--- src/hdl/gtr_pkg.sv ---
// Shared types, constants and tables for the gravity torque regressor.
// Holds the arctangent table, the regressor monomial table and the merge term list.
// No dependencies.
package gtr_pkg;

  localparam int JOINTS     = 7;
  localparam int TRIG_JOINTS = 6;
  localparam int TRIG_N     = 12;
  localparam int TRIG_IDX_W = 4;
  localparam int Q_W        = 32;
  localparam int CFG_W      = 24;
  localparam int CFG_ADDR_W = 3;
  localparam int TORQUE_W   = 32;
  localparam int ENTRIES    = 12;
  localparam int ROWS       = 6;
  localparam int PROD_W     = 64;
  localparam int SUM_W      = 64;
  localparam int YR_W       = 38;
  localparam int YR_LO_W    = 19;
  localparam int YR_HI_W    = YR_W - YR_LO_W;
  localparam int PART_W     = YR_LO_W + 1 + CFG_W;
  localparam int NUM_MONOS  = 126;
  localparam int MONO_IDX_W = 7;
  localparam int NUM_TERMS  = 12;
  localparam int TERM_IDX_W = 4;
  localparam int GRAV_N     = 3;
  localparam int COEF_N     = 3;

  localparam int CORDIC_ITERS = 24;
  localparam int ITER_W       = 5;
  localparam int CORDIC_W     = 34;
  localparam logic signed [CORDIC_W-1:0] CORDIC_X0 = 34'sd652032874;
  localparam logic signed [Q_W-1:0] Q_ONE = 32'sh4000_0000;

  typedef logic signed [Q_W-1:0]      q30_t;
  typedef logic signed [CFG_W-1:0]    cfg_t;
  typedef logic signed [YR_W-1:0]     yr_t;
  typedef logic signed [TORQUE_W-1:0] torque_t;

  typedef enum logic [CFG_ADDR_W-1:0] {
    REG_GRAV_X      = 3'd0,
    REG_GRAV_Y      = 3'd1,
    REG_GRAV_Z      = 3'd2,
    REG_COEF_UPPER  = 3'd3,
    REG_COEF_MIDDLE = 3'd4,
    REG_COEF_WRIST  = 3'd5
  } reg_idx_t;

  typedef enum logic [1:0] {STG_IDLE, STG_RUN, STG_HOLD} stage_t;
  typedef enum logic [1:0] {RS_IDLE, RS_MUL, RS_RND, RS_ACC} regr_state_t;
  typedef enum logic [2:0] {MS_IDLE, MS_LO, MS_LOACC, MS_HIACC, MS_ROUND} merge_state_t;
  typedef enum logic [1:0] {GS_X, GS_Y, GS_Z} grav_sel_t;
  typedef enum logic [1:0] {CS_UPPER, CS_MIDDLE, CS_WRIST} coef_sel_t;

  // Arctangents of 2^-i in phase units (2^32 per turn)
  localparam logic [31:0] ATAN_TAB [CORDIC_ITERS] = '{
    32'h20000000, 32'h12E4051E, 32'h09FB385B, 32'h051111D4, 32'h028B0D43, 32'h0145D7E1,
    32'h00A2F61E, 32'h00517C55, 32'h0028BE53, 32'h00145F2F, 32'h000A2F98, 32'h000517CC,
    32'h00028BE6, 32'h000145F3, 32'h0000A2FA, 32'h0000517D, 32'h000028BE, 32'h0000145F,
    32'h00000A30, 32'h00000518, 32'h0000028C, 32'h00000146, 32'h000000A3, 32'h00000051
  };

  // Factor bits: sines of joints 1..6, then cosines
  localparam logic [TRIG_N-1:0] S1 = 12'h001;
  localparam logic [TRIG_N-1:0] S2 = 12'h002;
  localparam logic [TRIG_N-1:0] S3 = 12'h004;
  localparam logic [TRIG_N-1:0] S4 = 12'h008;
  localparam logic [TRIG_N-1:0] S5 = 12'h010;
  localparam logic [TRIG_N-1:0] S6 = 12'h020;
  localparam logic [TRIG_N-1:0] C1 = 12'h040;
  localparam logic [TRIG_N-1:0] C2 = 12'h080;
  localparam logic [TRIG_N-1:0] C3 = 12'h100;
  localparam logic [TRIG_N-1:0] C4 = 12'h200;
  localparam logic [TRIG_N-1:0] C5 = 12'h400;
  localparam logic [TRIG_N-1:0] C6 = 12'h800;
  localparam logic P = 1'b0;
  localparam logic N = 1'b1;

  typedef struct packed {
    logic [3:0]        entry;
    logic              neg;
    grav_sel_t         grav;
    logic [TRIG_N-1:0] mask;
  } mono_t;

  // Regressor monomials, grouped by entry
  localparam mono_t MONOS [NUM_MONOS] = '{
    '{4'd0,P,GS_X,S1|S2}, '{4'd0,N,GS_Y,C1|S2},
    '{4'd1,P,GS_X,C4|S1|S2}, '{4'd1,N,GS_X,C1|S3|S4}, '{4'd1,N,GS_Y,S1|S3|S4},
    '{4'd1,N,GS_Y,C1|C4|S2}, '{4'd1,P,GS_Y,C1|C2|C3|S4}, '{4'd1,N,GS_X,C2|C3|S1|S4},
    '{4'd2,P,GS_X,C4|C6|S1|S2}, '{4'd2,N,GS_Y,C1|C4|C6|S2}, '{4'd2,N,GS_X,C1|C6|S3|S4},
    '{4'd2,P,GS_X,C1|C3|S5|S6}, '{4'd2,N,GS_Y,C6|S1|S3|S4}, '{4'd2,P,GS_Y,C3|S1|S5|S6},
    '{4'd2,P,GS_Y,C1|C2|C3|C6|S4}, '{4'd2,N,GS_X,C2|C3|C6|S1|S4},
    '{4'd2,P,GS_X,C1|C4|C5|S3|S6}, '{4'd2,P,GS_Y,C1|C2|S3|S5|S6},
    '{4'd2,N,GS_Y,C1|C5|S2|S4|S6}, '{4'd2,P,GS_Y,C4|C5|S1|S3|S6},
    '{4'd2,N,GS_X,C2|S1|S3|S5|S6}, '{4'd2,P,GS_X,C5|S1|S2|S4|S6},
    '{4'd2,N,GS_Y,C1|C2|C3|C4|C5|S6}, '{4'd2,P,GS_X,C2|C3|C4|C5|S1|S6},
    '{4'd3,N,GS_Z,S2}, '{4'd3,N,GS_X,C1|C2}, '{4'd3,N,GS_Y,C2|S1},
    '{4'd4,P,GS_Z,C2|C3|S4}, '{4'd4,N,GS_X,C1|C2|C4}, '{4'd4,N,GS_Y,C2|C4|S1},
    '{4'd4,N,GS_Z,C4|S2}, '{4'd4,N,GS_X,C1|C3|S2|S4}, '{4'd4,N,GS_Y,C3|S1|S2|S4},
    '{4'd5,P,GS_Z,C2|C3|C6|S4}, '{4'd5,N,GS_X,C1|C2|C4|C6}, '{4'd5,N,GS_Y,C2|C4|C6|S1},
    '{4'd5,N,GS_Z,C4|C6|S2}, '{4'd5,P,GS_Z,C2|S3|S5|S6}, '{4'd5,N,GS_Z,C5|S2|S4|S6},
    '{4'd5,N,GS_Y,S1|S2|S3|S5|S6}, '{4'd5,N,GS_Z,C2|C3|C4|C5|S6},
    '{4'd5,N,GS_X,C1|C3|C6|S2|S4}, '{4'd5,N,GS_X,C1|C2|C5|S4|S6},
    '{4'd5,N,GS_Y,C3|C6|S1|S2|S4}, '{4'd5,N,GS_Y,C2|C5|S1|S4|S6},
    '{4'd5,N,GS_X,C1|S2|S3|S5|S6}, '{4'd5,P,GS_X,C1|C3|C4|C5|S2|S6},
    '{4'd5,P,GS_Y,C3|C4|C5|S1|S2|S6},
    '{4'd6,P,GS_Y,C1|C3|S4}, '{4'd6,N,GS_Z,S2|S3|S4}, '{4'd6,N,GS_X,C3|S1|S4},
    '{4'd6,N,GS_X,C1|C2|S3|S4}, '{4'd6,N,GS_Y,C2|S1|S3|S4},
    '{4'd7,P,GS_Y,C1|C3|C6|S4}, '{4'd7,N,GS_X,C3|C6|S1|S4}, '{4'd7,P,GS_Y,C1|S3|S5|S6},
    '{4'd7,N,GS_Z,C6|S2|S3|S4}, '{4'd7,P,GS_Z,C3|S2|S5|S6}, '{4'd7,N,GS_X,S1|S3|S5|S6},
    '{4'd7,N,GS_Y,C1|C3|C4|C5|S6}, '{4'd7,N,GS_X,C1|C2|C6|S3|S4},
    '{4'd7,P,GS_X,C1|C2|C3|S5|S6}, '{4'd7,P,GS_X,C3|C4|C5|S1|S6},
    '{4'd7,N,GS_Y,C2|C6|S1|S3|S4}, '{4'd7,P,GS_Y,C2|C3|S1|S5|S6},
    '{4'd7,P,GS_Z,C4|C5|S2|S3|S6}, '{4'd7,P,GS_X,C1|C2|C4|C5|S3|S6},
    '{4'd7,P,GS_Y,C2|C4|C5|S1|S3|S6},
    '{4'd8,P,GS_X,C1|S2|S4}, '{4'd8,N,GS_Z,C2|S4}, '{4'd8,N,GS_X,C4|S1|S3},
    '{4'd8,P,GS_Y,S1|S2|S4}, '{4'd8,P,GS_Y,C1|C4|S3}, '{4'd8,P,GS_Z,C3|C4|S2},
    '{4'd8,P,GS_X,C1|C2|C3|C4}, '{4'd8,P,GS_Y,C2|C3|C4|S1},
    '{4'd9,P,GS_Y,C1|C4|C6|S3}, '{4'd9,N,GS_Z,C2|C6|S4}, '{4'd9,P,GS_Z,C3|C4|C6|S2},
    '{4'd9,P,GS_Z,C2|C4|C5|S6}, '{4'd9,P,GS_X,C1|C6|S2|S4}, '{4'd9,N,GS_X,C4|C6|S1|S3},
    '{4'd9,P,GS_Y,C6|S1|S2|S4}, '{4'd9,P,GS_X,C1|C2|C3|C4|C6},
    '{4'd9,P,GS_Y,C2|C3|C4|C6|S1}, '{4'd9,N,GS_X,C1|C4|C5|S2|S6},
    '{4'd9,N,GS_Y,C4|C5|S1|S2|S6}, '{4'd9,P,GS_Y,C1|C5|S3|S4|S6},
    '{4'd9,P,GS_Z,C3|C5|S2|S4|S6}, '{4'd9,N,GS_X,C5|S1|S3|S4|S6},
    '{4'd9,P,GS_X,C1|C2|C3|C5|S4|S6}, '{4'd9,P,GS_Y,C2|C3|C5|S1|S4|S6},
    '{4'd10,P,GS_Z,C5|S2|S3|S6}, '{4'd10,N,GS_Z,C2|S4|S5|S6},
    '{4'd10,N,GS_Y,C1|C3|C5|S6}, '{4'd10,P,GS_X,C3|C5|S1|S6},
    '{4'd10,P,GS_X,C1|C2|C5|S3|S6}, '{4'd10,P,GS_Y,C2|C5|S1|S3|S6},
    '{4'd10,P,GS_Y,C1|C4|S3|S5|S6}, '{4'd10,P,GS_Z,C3|C4|S2|S5|S6},
    '{4'd10,P,GS_X,C1|S2|S4|S5|S6}, '{4'd10,N,GS_X,C4|S1|S3|S5|S6},
    '{4'd10,P,GS_Y,S1|S2|S4|S5|S6}, '{4'd10,P,GS_X,C1|C2|C3|C4|S5|S6},
    '{4'd10,P,GS_Y,C2|C3|C4|S1|S5|S6},
    '{4'd11,P,GS_Z,C2|C5|C6|S4}, '{4'd11,N,GS_Y,C1|C3|C6|S5}, '{4'd11,N,GS_Z,C2|C4|S6},
    '{4'd11,P,GS_X,C1|C4|S2|S6}, '{4'd11,P,GS_X,C3|C6|S1|S5}, '{4'd11,P,GS_Y,C4|S1|S2|S6},
    '{4'd11,N,GS_Y,C1|S3|S4|S6}, '{4'd11,N,GS_Z,C3|S2|S4|S6}, '{4'd11,P,GS_Z,C6|S2|S3|S5},
    '{4'd11,P,GS_X,S1|S3|S4|S6}, '{4'd11,N,GS_Y,C1|C4|C5|C6|S3},
    '{4'd11,N,GS_Z,C3|C4|C5|C6|S2}, '{4'd11,N,GS_X,C1|C2|C3|S4|S6},
    '{4'd11,P,GS_X,C1|C2|C6|S3|S5}, '{4'd11,N,GS_X,C1|C5|C6|S2|S4},
    '{4'd11,P,GS_X,C4|C5|C6|S1|S3}, '{4'd11,N,GS_Y,C2|C3|S1|S4|S6},
    '{4'd11,P,GS_Y,C2|C6|S1|S3|S5}, '{4'd11,N,GS_Y,C5|C6|S1|S2|S4},
    '{4'd11,N,GS_X,C1|C2|C3|C4|C5|C6}, '{4'd11,N,GS_Y,C2|C3|C4|C5|C6|S1}
  };

  // Index of the first monomial of an entry (elaboration only)
  function automatic int mono_first(int e);
    int n;
    n = 0;
    for (int k = 0; k < NUM_MONOS; k++) begin
      if (int'(MONOS[k].entry) < e) n++;
    end
    return n;
  endfunction

  typedef struct packed {
    logic [3:0] entry;
    coef_sel_t  coef;
    logic [2:0] row;
    logic       last;
  } term_t;

  // Weighted regressor entries per torque row
  localparam term_t TERMS [NUM_TERMS] = '{
    '{4'd0, CS_UPPER, 3'd0, 1'b0}, '{4'd1, CS_MIDDLE, 3'd0, 1'b0},
    '{4'd2, CS_WRIST, 3'd0, 1'b1},
    '{4'd3, CS_UPPER, 3'd1, 1'b0}, '{4'd4, CS_MIDDLE, 3'd1, 1'b0},
    '{4'd5, CS_WRIST, 3'd1, 1'b1},
    '{4'd6, CS_MIDDLE, 3'd2, 1'b0}, '{4'd7, CS_WRIST, 3'd2, 1'b1},
    '{4'd8, CS_MIDDLE, 3'd3, 1'b0}, '{4'd9, CS_WRIST, 3'd3, 1'b1},
    '{4'd10, CS_WRIST, 3'd4, 1'b1},
    '{4'd11, CS_WRIST, 3'd5, 1'b1}
  };

  // Handoff state of one pipeline stage
  function automatic stage_t stage_next(stage_t st, logic go, logic fin, logic take);
    stage_t nx;
    nx = st;
    case (st)
      STG_IDLE: if (go) nx = STG_RUN;
      STG_RUN:  if (fin) nx = STG_HOLD;
      STG_HOLD: if (take) nx = go ? STG_RUN : STG_IDLE;
      default:  nx = STG_IDLE;
    endcase
    return nx;
  endfunction

endpackage

--- src/hdl/gtr_regr_lane.sv ---
// One regressor lane: sums the signed, gravity-weighted trig products of one entry.
// Shares one 32x32 multiplier over all factors. Depends on gtr_pkg.
module gtr_regr_lane #(
  parameter int LANE = 0
) (
  input  logic          clk,
  input  logic          rst,
  input  logic          start,
  input  gtr_pkg::q30_t trig [gtr_pkg::TRIG_N],
  input  gtr_pkg::cfg_t grav [gtr_pkg::GRAV_N],
  output logic          busy,
  output gtr_pkg::yr_t  yr
);
  import gtr_pkg::*;

  localparam int FIRST = mono_first(LANE);
  localparam int LAST  = mono_first(LANE + 1) - 1;

  regr_state_t st, st_next;
  logic [MONO_IDX_W-1:0] idx, idx_inc;
  logic [TRIG_N-1:0] rem;
  q30_t p;
  logic signed [PROD_W-1:0] prod, rnd;
  logic signed [SUM_W-1:0] acc, yr_full;
  mono_t cur;
  logic [TRIG_IDX_W-1:0] fac;
  logic has_fac, at_last;
  cfg_t gv;
  q30_t op;

  // Pick the next factor and the multiplier operand
  always_comb begin
    cur     = MONOS[idx];
    fac     = '0;
    has_fac = 1'b0;
    for (int k = TRIG_N - 1; k >= 0; k--) begin
      if (rem[k]) begin
        fac     = TRIG_IDX_W'(k);
        has_fac = 1'b1;
      end
    end
    case (cur.grav)
      GS_X:    gv = grav[0];
      GS_Y:    gv = grav[1];
      GS_Z:    gv = grav[2];
      default: gv = grav[0];
    endcase
    op      = has_fac ? trig[fac] : {{(Q_W-CFG_W){gv[CFG_W-1]}}, gv};
    at_last = (idx == MONO_IDX_W'(LAST));
    idx_inc = at_last ? idx : idx + 1'b1;
    rnd     = (prod + 64'sd536870912) >>> 30;
    yr_full = (acc + 64'sd2097152) >>> 22;
  end

  // Next state
  always_comb begin
    st_next = st;
    case (st)
      RS_IDLE: if (start) st_next = RS_MUL;
      RS_MUL:  st_next = has_fac ? RS_RND : RS_ACC;
      RS_RND:  st_next = RS_MUL;
      RS_ACC:  st_next = at_last ? RS_IDLE : RS_MUL;
      default: st_next = RS_IDLE;
    endcase
  end

  // Outputs
  always_comb begin
    busy = (st != RS_IDLE);
    yr   = yr_full[YR_W-1:0];
  end

  always_ff @(posedge clk) begin
    if (rst) st <= RS_IDLE;
    else     st <= st_next;
  end

  // Product chain and entry accumulator
  always_ff @(posedge clk) begin
    if (start) begin
      idx <= MONO_IDX_W'(FIRST);
      rem <= MONOS[FIRST].mask;
      p   <= Q_ONE;
      acc <= '0;
    end else begin
      case (st)
        RS_MUL: begin
          prod <= p * op;
          if (has_fac) rem <= rem & ~(TRIG_N'(1) << fac);
        end
        RS_RND: p <= rnd[Q_W-1:0];
        RS_ACC: begin
          acc <= cur.neg ? acc - prod : acc + prod;
          idx <= idx_inc;
          rem <= MONOS[idx_inc].mask;
          p   <= Q_ONE;
        end
        default: ;
      endcase
    end
  end

endmodule

--- config.mk ---
export PLATFORM = sky130hd
export DESIGN_NAME = gtr_regr_lane
export DESIGN_NICKNAME = d
export VERILOG_FILES = /design/src/hdl/gtr_pkg.sv /design/src/hdl/gtr_regr_lane.sv
export SDC_FILE = /design/constraint.sdc
export NUM_CORES = 2
export LEC_CHECK = 0
export ABC_AREA = 1
export BUFFER_PORTS_ARGS = -buffer_cell sky130_fd_sc_hd__buf_2
export CAP_MARGIN = 20
export CORE_MARGIN = 4
export CORE_UTILIZATION = 57
export CTS_CLUSTER_SIZE = 16
export DETAILED_ROUTE_END_ITERATION = 16
export PLACE_DENSITY = 0.84
export SYNTH_ARGS = -nofsm -noshare
export SYNTH_HDL_FRONTEND = slang
export SYNTH_SLANG_ARGS = --single-unit
--- constraint.sdc ---
create_clock -name clk -period 10.4 [get_ports clk]
set_input_delay 1.56 -clock clk [delete_from_list [all_inputs] [get_ports clk]]
set_output_delay 1.56 -clock clk [all_outputs]
set_load 0.02 [all_outputs]
; ---- Word-level counts from Yosys, hierarchy flattened
; Memories as Yosys holds them, arrays and structs flattened.
; Cells that the tools add are included.
[word_totals]
regBits = 181
latch_bits = 0
ram_bits = 0
romBits = 4864
input_bits = 459
out_inout_bits = 39
word_cells = 80
memories = 2
[memory_table]
columns = memory, depth, width, read_ports, rd_ports_with_merged_regs, wr, line
row1 = (name not given), 128, 19, 1, 0, 0, gtr_regr_lane.sv:95  ; rem <= MONOS[idx_inc].mask;
row2 = (name not given), 128, 19, 1, 0, 0, gtr_regr_lane.sv:33  ; cur = MONOS[idx];
[classes]
addsub = 5
multipliers = 1
n_div = 0
order_cmp = 3
n_eq_ne = 8
shift = 1
mux = 42
n_bitwise = 6
n_reduce_logical = 6
[op_table]
columns = cell, n
row1 = $bmux 32 s4, 1
row2 = $mux 32, 3
row3 = $add 64x64->64, 1
row4 = $mul 32x32->64, 1
row5 = $mux 64, 1
row6 = $pmux 32 s2, 1
row7 = $sub 64x64->64, 1
row8 = $add 62x31->62 const B, 1
row9 = $add 60x23->60 const B, 1
row10 = $mux 4, 12
row11 = $pmux 24 s2, 1
row12 = $mux 12, 3
row13 = $mux 15, 2
row14 = $pmux 12 s2, 1
row15 = $ge 8x8->1 const B, 2
row16 = $not 7->8, 2
row17 = $mux 1, 14
row18 = $and 12x12->12, 1
row19 = $not 12->12, 1
row20 = $shl 1x4->12 const A, 1
row21 = $pmux 2 s4, 1
row22 = $add 7x1->7 const B, 1
row23 = $eq 7x1->1 const B, 1
row24 = $mux 7, 1
row25 = 10 further kinds, 17

; ---- Logic depth before layout (Yosys ltp)
[depth]
ltp_word = 18
ltp_mapped = 53
mapped_depth_nobuf = 52

; ---- Worst setup path after synthesis
; OpenSTA, ideal clock, no wires.
[synth_path]
kind = reg2reg
startpoint = register idx[0]
endpoint = register prod[61] (data pin)
setup_time_ns = 0.252
arrival_ns = 9.730
required_time_ns = 10.148
setup_slack_ns = 0.418
stages_incl_launch_ff = 46
n_path_buf = 3
period_less_slack_ns = 9.982
cell_sequence = dfxtp_1 -> clkinv_1 -> ha_1 -> a21oi_1 -> o21ai_0 -> o21ai_0 -> nand2_1 -> nand3_1 -> nand2_1 -> nand4_1 -> o21a_1 -> inv_1 -> ha_1 -> inv_1 -> clkbuf_1 -> clkbuf_1 -> nand3_1 -> o211ai_1 -> [... 10 more ...] -> inv_1 -> fa_1 -> inv_1 -> fa_1 -> inv_1 -> fa_1 -> inv_1 -> fa_1 -> ha_1 -> a21oi_1 -> o21ai_0 -> inv_1 -> nor4_1 -> a2111oi_0 -> o221a_2 -> o31ai_1 -> nand3_1 -> nand2_1
[synth_via]
elab_chain_len = 8
word_cells_on_any_way = 9
cone_classes = 1 x mul / 2 x eq/ne / 4 x mux / 1 x bitwise / 1 x memory
[synth_rtl]
columns = item, line
row1 = start: declaration, gtr_regr_lane.sv:20  ; logic [MONO_IDX_W-1:0] idx, idx_inc;
row2 = start signal: assignment, gtr_regr_lane.sv:81  ; idx <= MONO_IDX_W'(FIRST);
row3 = start signal: assignment, gtr_regr_lane.sv:94  ; idx <= idx_inc;
row4 = $not 7->8 (not written as such) (*), gtr_regr_lane.sv:33
row5 = $mem_v2 128x19 (*), n/a
row6 = $mux 15 (not written as such) (*) (2 in a row), gtr_regr_lane.sv:33
row7 = $eq 2x2->1 or $eq 2x1->1 (tied branches), gtr_regr_lane.sv:42  ; case (cur.grav)
row8 = $pmux 24 s2 (*), gtr_regr_lane.sv:42
row9 = $mux 32 (*), gtr_regr_lane.sv:48  ; op = has_fac ? trig[fac] : {{(Q_W-CFG_W){gv[CFG_W-1]}}, gv};
row10 = $mul 32x32->64 (*), gtr_regr_lane.sv:88  ; prod <= p * op;
row11 = end signal: assignment, gtr_regr_lane.sv:88
row12 = end: declaration, gtr_regr_lane.sv:23  ; logic signed [PROD_W-1:0] prod, rnd;
; Mark *: on every way between the ends. The rest lies on a longest branch, timed or not. The select of a mux whose other input is x is not followed.
; A chain may end at the register's enable or synchronous reset.

; ---- Worst setup path after layout
[layout_path]
startpoint = register rem[11]
endpoint = register prod[33] (data pin)
[layout_via]
elab_chain_len = 18
word_cells_on_any_way = 30
cone_classes = 1 x mul / 28 x mux / 1 x bitwise
[layout_rtl]
columns = item, line
row1 = start: declaration, gtr_regr_lane.sv:21  ; logic [TRIG_N-1:0] rem;
row2 = start signal: assignment, gtr_regr_lane.sv:82  ; rem <= MONOS[FIRST].mask;
row3 = start signal: assignment, gtr_regr_lane.sv:89  ; if (has_fac) rem <= rem & ~(TRIG_N'(1) << fac);
row4 = start signal: assignment, gtr_regr_lane.sv:95
row5 = $mux 4 (12 in a row), gtr_regr_lane.sv:37  ; if (rem[k]) begin
row6 = $not 4->5 (not written as such), gtr_regr_lane.sv:48
row7 = $bmux 32 s4, gtr_regr_lane.sv:48
row8 = $mux 32 (not written as such) (2 in a row), gtr_regr_lane.sv:48
row9 = $mux 32 (*), gtr_regr_lane.sv:48
row10 = $mul 32x32->64 (*), gtr_regr_lane.sv:88
; Marks and branches as above.

==> results.py <==
metrics = {
    "sta": {
        "slew_headroom_pct": 27.3,
        "clock.fmax_mhz": 97.7,
        "skew_ps": 14.1,
        "drv_slew": 0,
        "rsz0062_at_grt": "true",
        "min_period_over_period_pct": 98.4,
        "fin_crit_ps": 10230,
        "setup_violations": 0,
        "finalSetupTns_ps": 0,
        "hold_violations": 0,
        "tightest_slew_ps": 1090,
    },
    "logic_synthesis": {
        "synth_cells": 6924,
        "synthTopCellsByArea": "fa_1 (40%), inv_1 (10%), nand2_1 (8.0%)",
        "synth_warnings": 0,
        "synth-main-ff-cell": "dfxtp_1",
        "synth_area_leader_cell": "fa_1",
        "async_flop_share_pct": 0,
        "syn_area_sq_mm": 0.0535,
        "yosysSeqAreaShare_pct": 7.70,
        "yosys_register_bits": 175,
        "synth_edf_count": 62,
        "synth_top_area_share_pct": 39.7,
        "synth_fp_nets": 8704,
        "syn_avg_cell_area_sq_um": 7.73,
        "yosys.cell_count.top_type": "inv_1",
        "synth_cell_types": 75,
        "yosys-top-cells-count": "inv_1 (1443), nand2_1 (1143), fa_1 (1063)",
    },
    "placed_design": {
        "gp_congestion": 1.09,
        "place.port_buffers": 497,
        "post-dp-hpwl_um": 187000,
    },
    "drt": {
        "dr.pass1.iters": 8,
        "drc_errors": 0,
        "drt_wl_total_um": 227000,
        "vias": 52000,
        "antenna_left": 0,
        "dr.first_iter.drc_count": 6408,
        "viasPerCell": 6.01,
        "wl_per_cell_um": 26.1,
    },
    "floorplanning": {
        "die_area_sq_mm": 0.0989,
        "die_h_um": 314,
        "initial_core_util_pct": 57.5,
        "fp-row-count": 112,
        "io_pins": 498,
        "die_x_um": 314,
        "core_area_sq_mm": 0.0932,
    },
    "cells_and_area": {
        "final_util_pct": 63.8,
        "layout-drive-gt1-share_pct": 13.2,
        "areaGrowthSynthToFinish_pct": 11.0,
        "final_nets": 9162,
    },
    "grt": {
        "grt_pass1_vias": 52400,
        "antenna_found_initial": 17,
        "grt_pass1_wl_um": 330000,
        "grt_max_degree": 81,
        "grt.total_usage_pct": 45.4,
        "overflow": 0,
    },
    "worst_hold_path": {
        "hold_class": "reg -> reg",
    },
    "pwr": {
        "peakVddDrop_v": 0.000541,
        "power.total_mw": 17.8,
        "p_per_area_mw_per_mm2": 300,
        "p_leak_nw": 29.6,
    },
    "clock_network": {
        "cts_tree": "done",
        "cts_root_buffer": "clkbuf_16",
        "clock-sinks": 175,
        "path_clk_slew_ps": 80,
        "clk_latency_ps": 470,
        "h-tree-depth": 4,
        "cts_buffers": 17,
        "clk_path_buf_depth": 2,
        "holdBufCountCts": 0,
    },
    "setup_path": {
        "max_stage_delay_ps": 780,
        "critPathArrivalTime_ps": 10580,
        "cp_data_required_time_ps": 10740,
        "crit_top_cell": "fa_1",
        "cp-start-kind": "flip-flop",
        "worst-path-max-fanout": 49,
        "path_class": "reg -> reg",
        "end_kind": "flip-flop",
        "crit_slowest_cell": "o22ai_1",
    },
    "run_status": {
        "status": "finished, final reports clean",
    },
    "job": {
        "drv_cap": 0,
    },
}
area by class of cell:
cell class	count	area (sq um)
well taps	1254	1570
repair inverters	1	5.00
diodes	17	42.5
inverters	1493	5650
repair buffers	751	4770
flip-flops and latches	175	4130
multi-input cells	4943	42600
clock buffers	17	425
fillers	8149	33800
clock inverters	15	193
report_power, final:
group | internal [mW] | switching [mW]
clock | 0.366 | 0.330
combinational | 5.89 | 9.69
sequential | 1.30 | 0.222
worst max-delay path: cells and delay by family (launching register included):
family	cells	cell delay, ps
AND/OR/NAND/NOR	11	1520
XOR/XNOR	1	400
adder cells (fa/ha/maj)	9	4280
buffers and inverters	9	1470
AO/OA/AOI/OAI	6	2020
flip-flops	1	380
through the flow:
| stage | cells | instance area, sq um | hold slack (ps) | worst slack [ps] |
|---|---|---|---|---|
| finish | 8666 | 59400 | 543 | 166 |
| global route | 8660 | 59400 | 580 | -77.3 |
| CTS | 8619 | 58600 | 540 | 27.3 |
| detailed placement | 8587 | 58000 | 530 | -32.6 |
| global placement | 8586 | 58000 | 518 | 83.1 |
| floorplan | 6924 | 53500 | 467 | 418 |
kinds of logic after synthesis:
| family | share of synthesized area (%) |
|---|---|
| simple gates | 19.3 |
| buf+inv | 13.3 |
| fa+ha+maj | 45.8 |
| compound gates | 10.3 |
| xor+xnor | 3.55 |
| flops | 7.70 |
metal layers:
metal	up-vias	part of all wire, %	global-route usage [%]
li1	22100	-	-
met2	3765	42	67.0
met3	831	15	16.3
met1	25300	36	59.0
met5	-	0.011	0
met4	4	6.8	23.6
flip-flops by register name, summed over array words and instances (netlist names):
signal and cells:
p 32, prod 62, idx 7, rem 12, acc 60, st 2
timing repair:
item                                   in CTS  in global routing
setup endpoints to repair                   5                 28
cloned                                      0                  7
buffers inserted                            0                 23
gates resized for setup                     2                104
pin swaps                                   0                 12
endpoints found under the hold margin       0                  0
placed cells by master, fill, tap and decap left out, types with 10 or more instances in the layout:
master / synthesis / final
o21ai_1: 20 / 21
nor4_1: 25 / 19
o21a_1: 21 / 20
o31ai_1: 34 / 32
ha_1: 258 / 248
o21ai_0: 229 / 227
nand2_4: 7 / 10
inv_2: 31 / 27
nand2_1: 1143 / 1135
nand2_2: 17 / 22
o22ai_1: 68 / 68
edfxtp_1: 62 / 62
nor3_2: 10 / 10
o221ai_1: 44 / 44
nor2_1: 918 / 906
buf_4: 26 / 221
fa_1: 1063 / 1055
o211ai_1: 58 / 58
dfxtp_1: 113 / 112
a21o_1: 13 / 13
xnor2_1: 66 / 66
clkbuf_16: 0 / 21
nand3b_1: 10 / 10
inv_1: 1443 / 1435
nor3_1: 48 / 48
buf_2: 81 / 497
a31oi_1: 40 / 38
clkinv_1: 18 / 19
buf_12: 0 / 21
nor2_2: 14 / 24
nand4_1: 51 / 51
a21oi_1: 312 / 303
diode_2: 0 / 17
xor2_1: 151 / 150
nand3_1: 210 / 209
worst paths after layout:
check                        from                  end  slack, ps  cells after the start
max          rem[11]$_SDFFE_PP0P_   prod[33]$_DFFE_PP_        170                     36
min           acc[1]$_SDFFE_PP0P_  acc[1]$_SDFFE_PP0P_        540                      2
max reg2reg  rem[11]$_SDFFE_PP0P_   prod[33]$_DFFE_PP_        170                     36
min reg2reg   acc[1]$_SDFFE_PP0P_  acc[1]$_SDFFE_PP0P_        540                      2
Note: power is estimated with default switching activity, not from simulation.
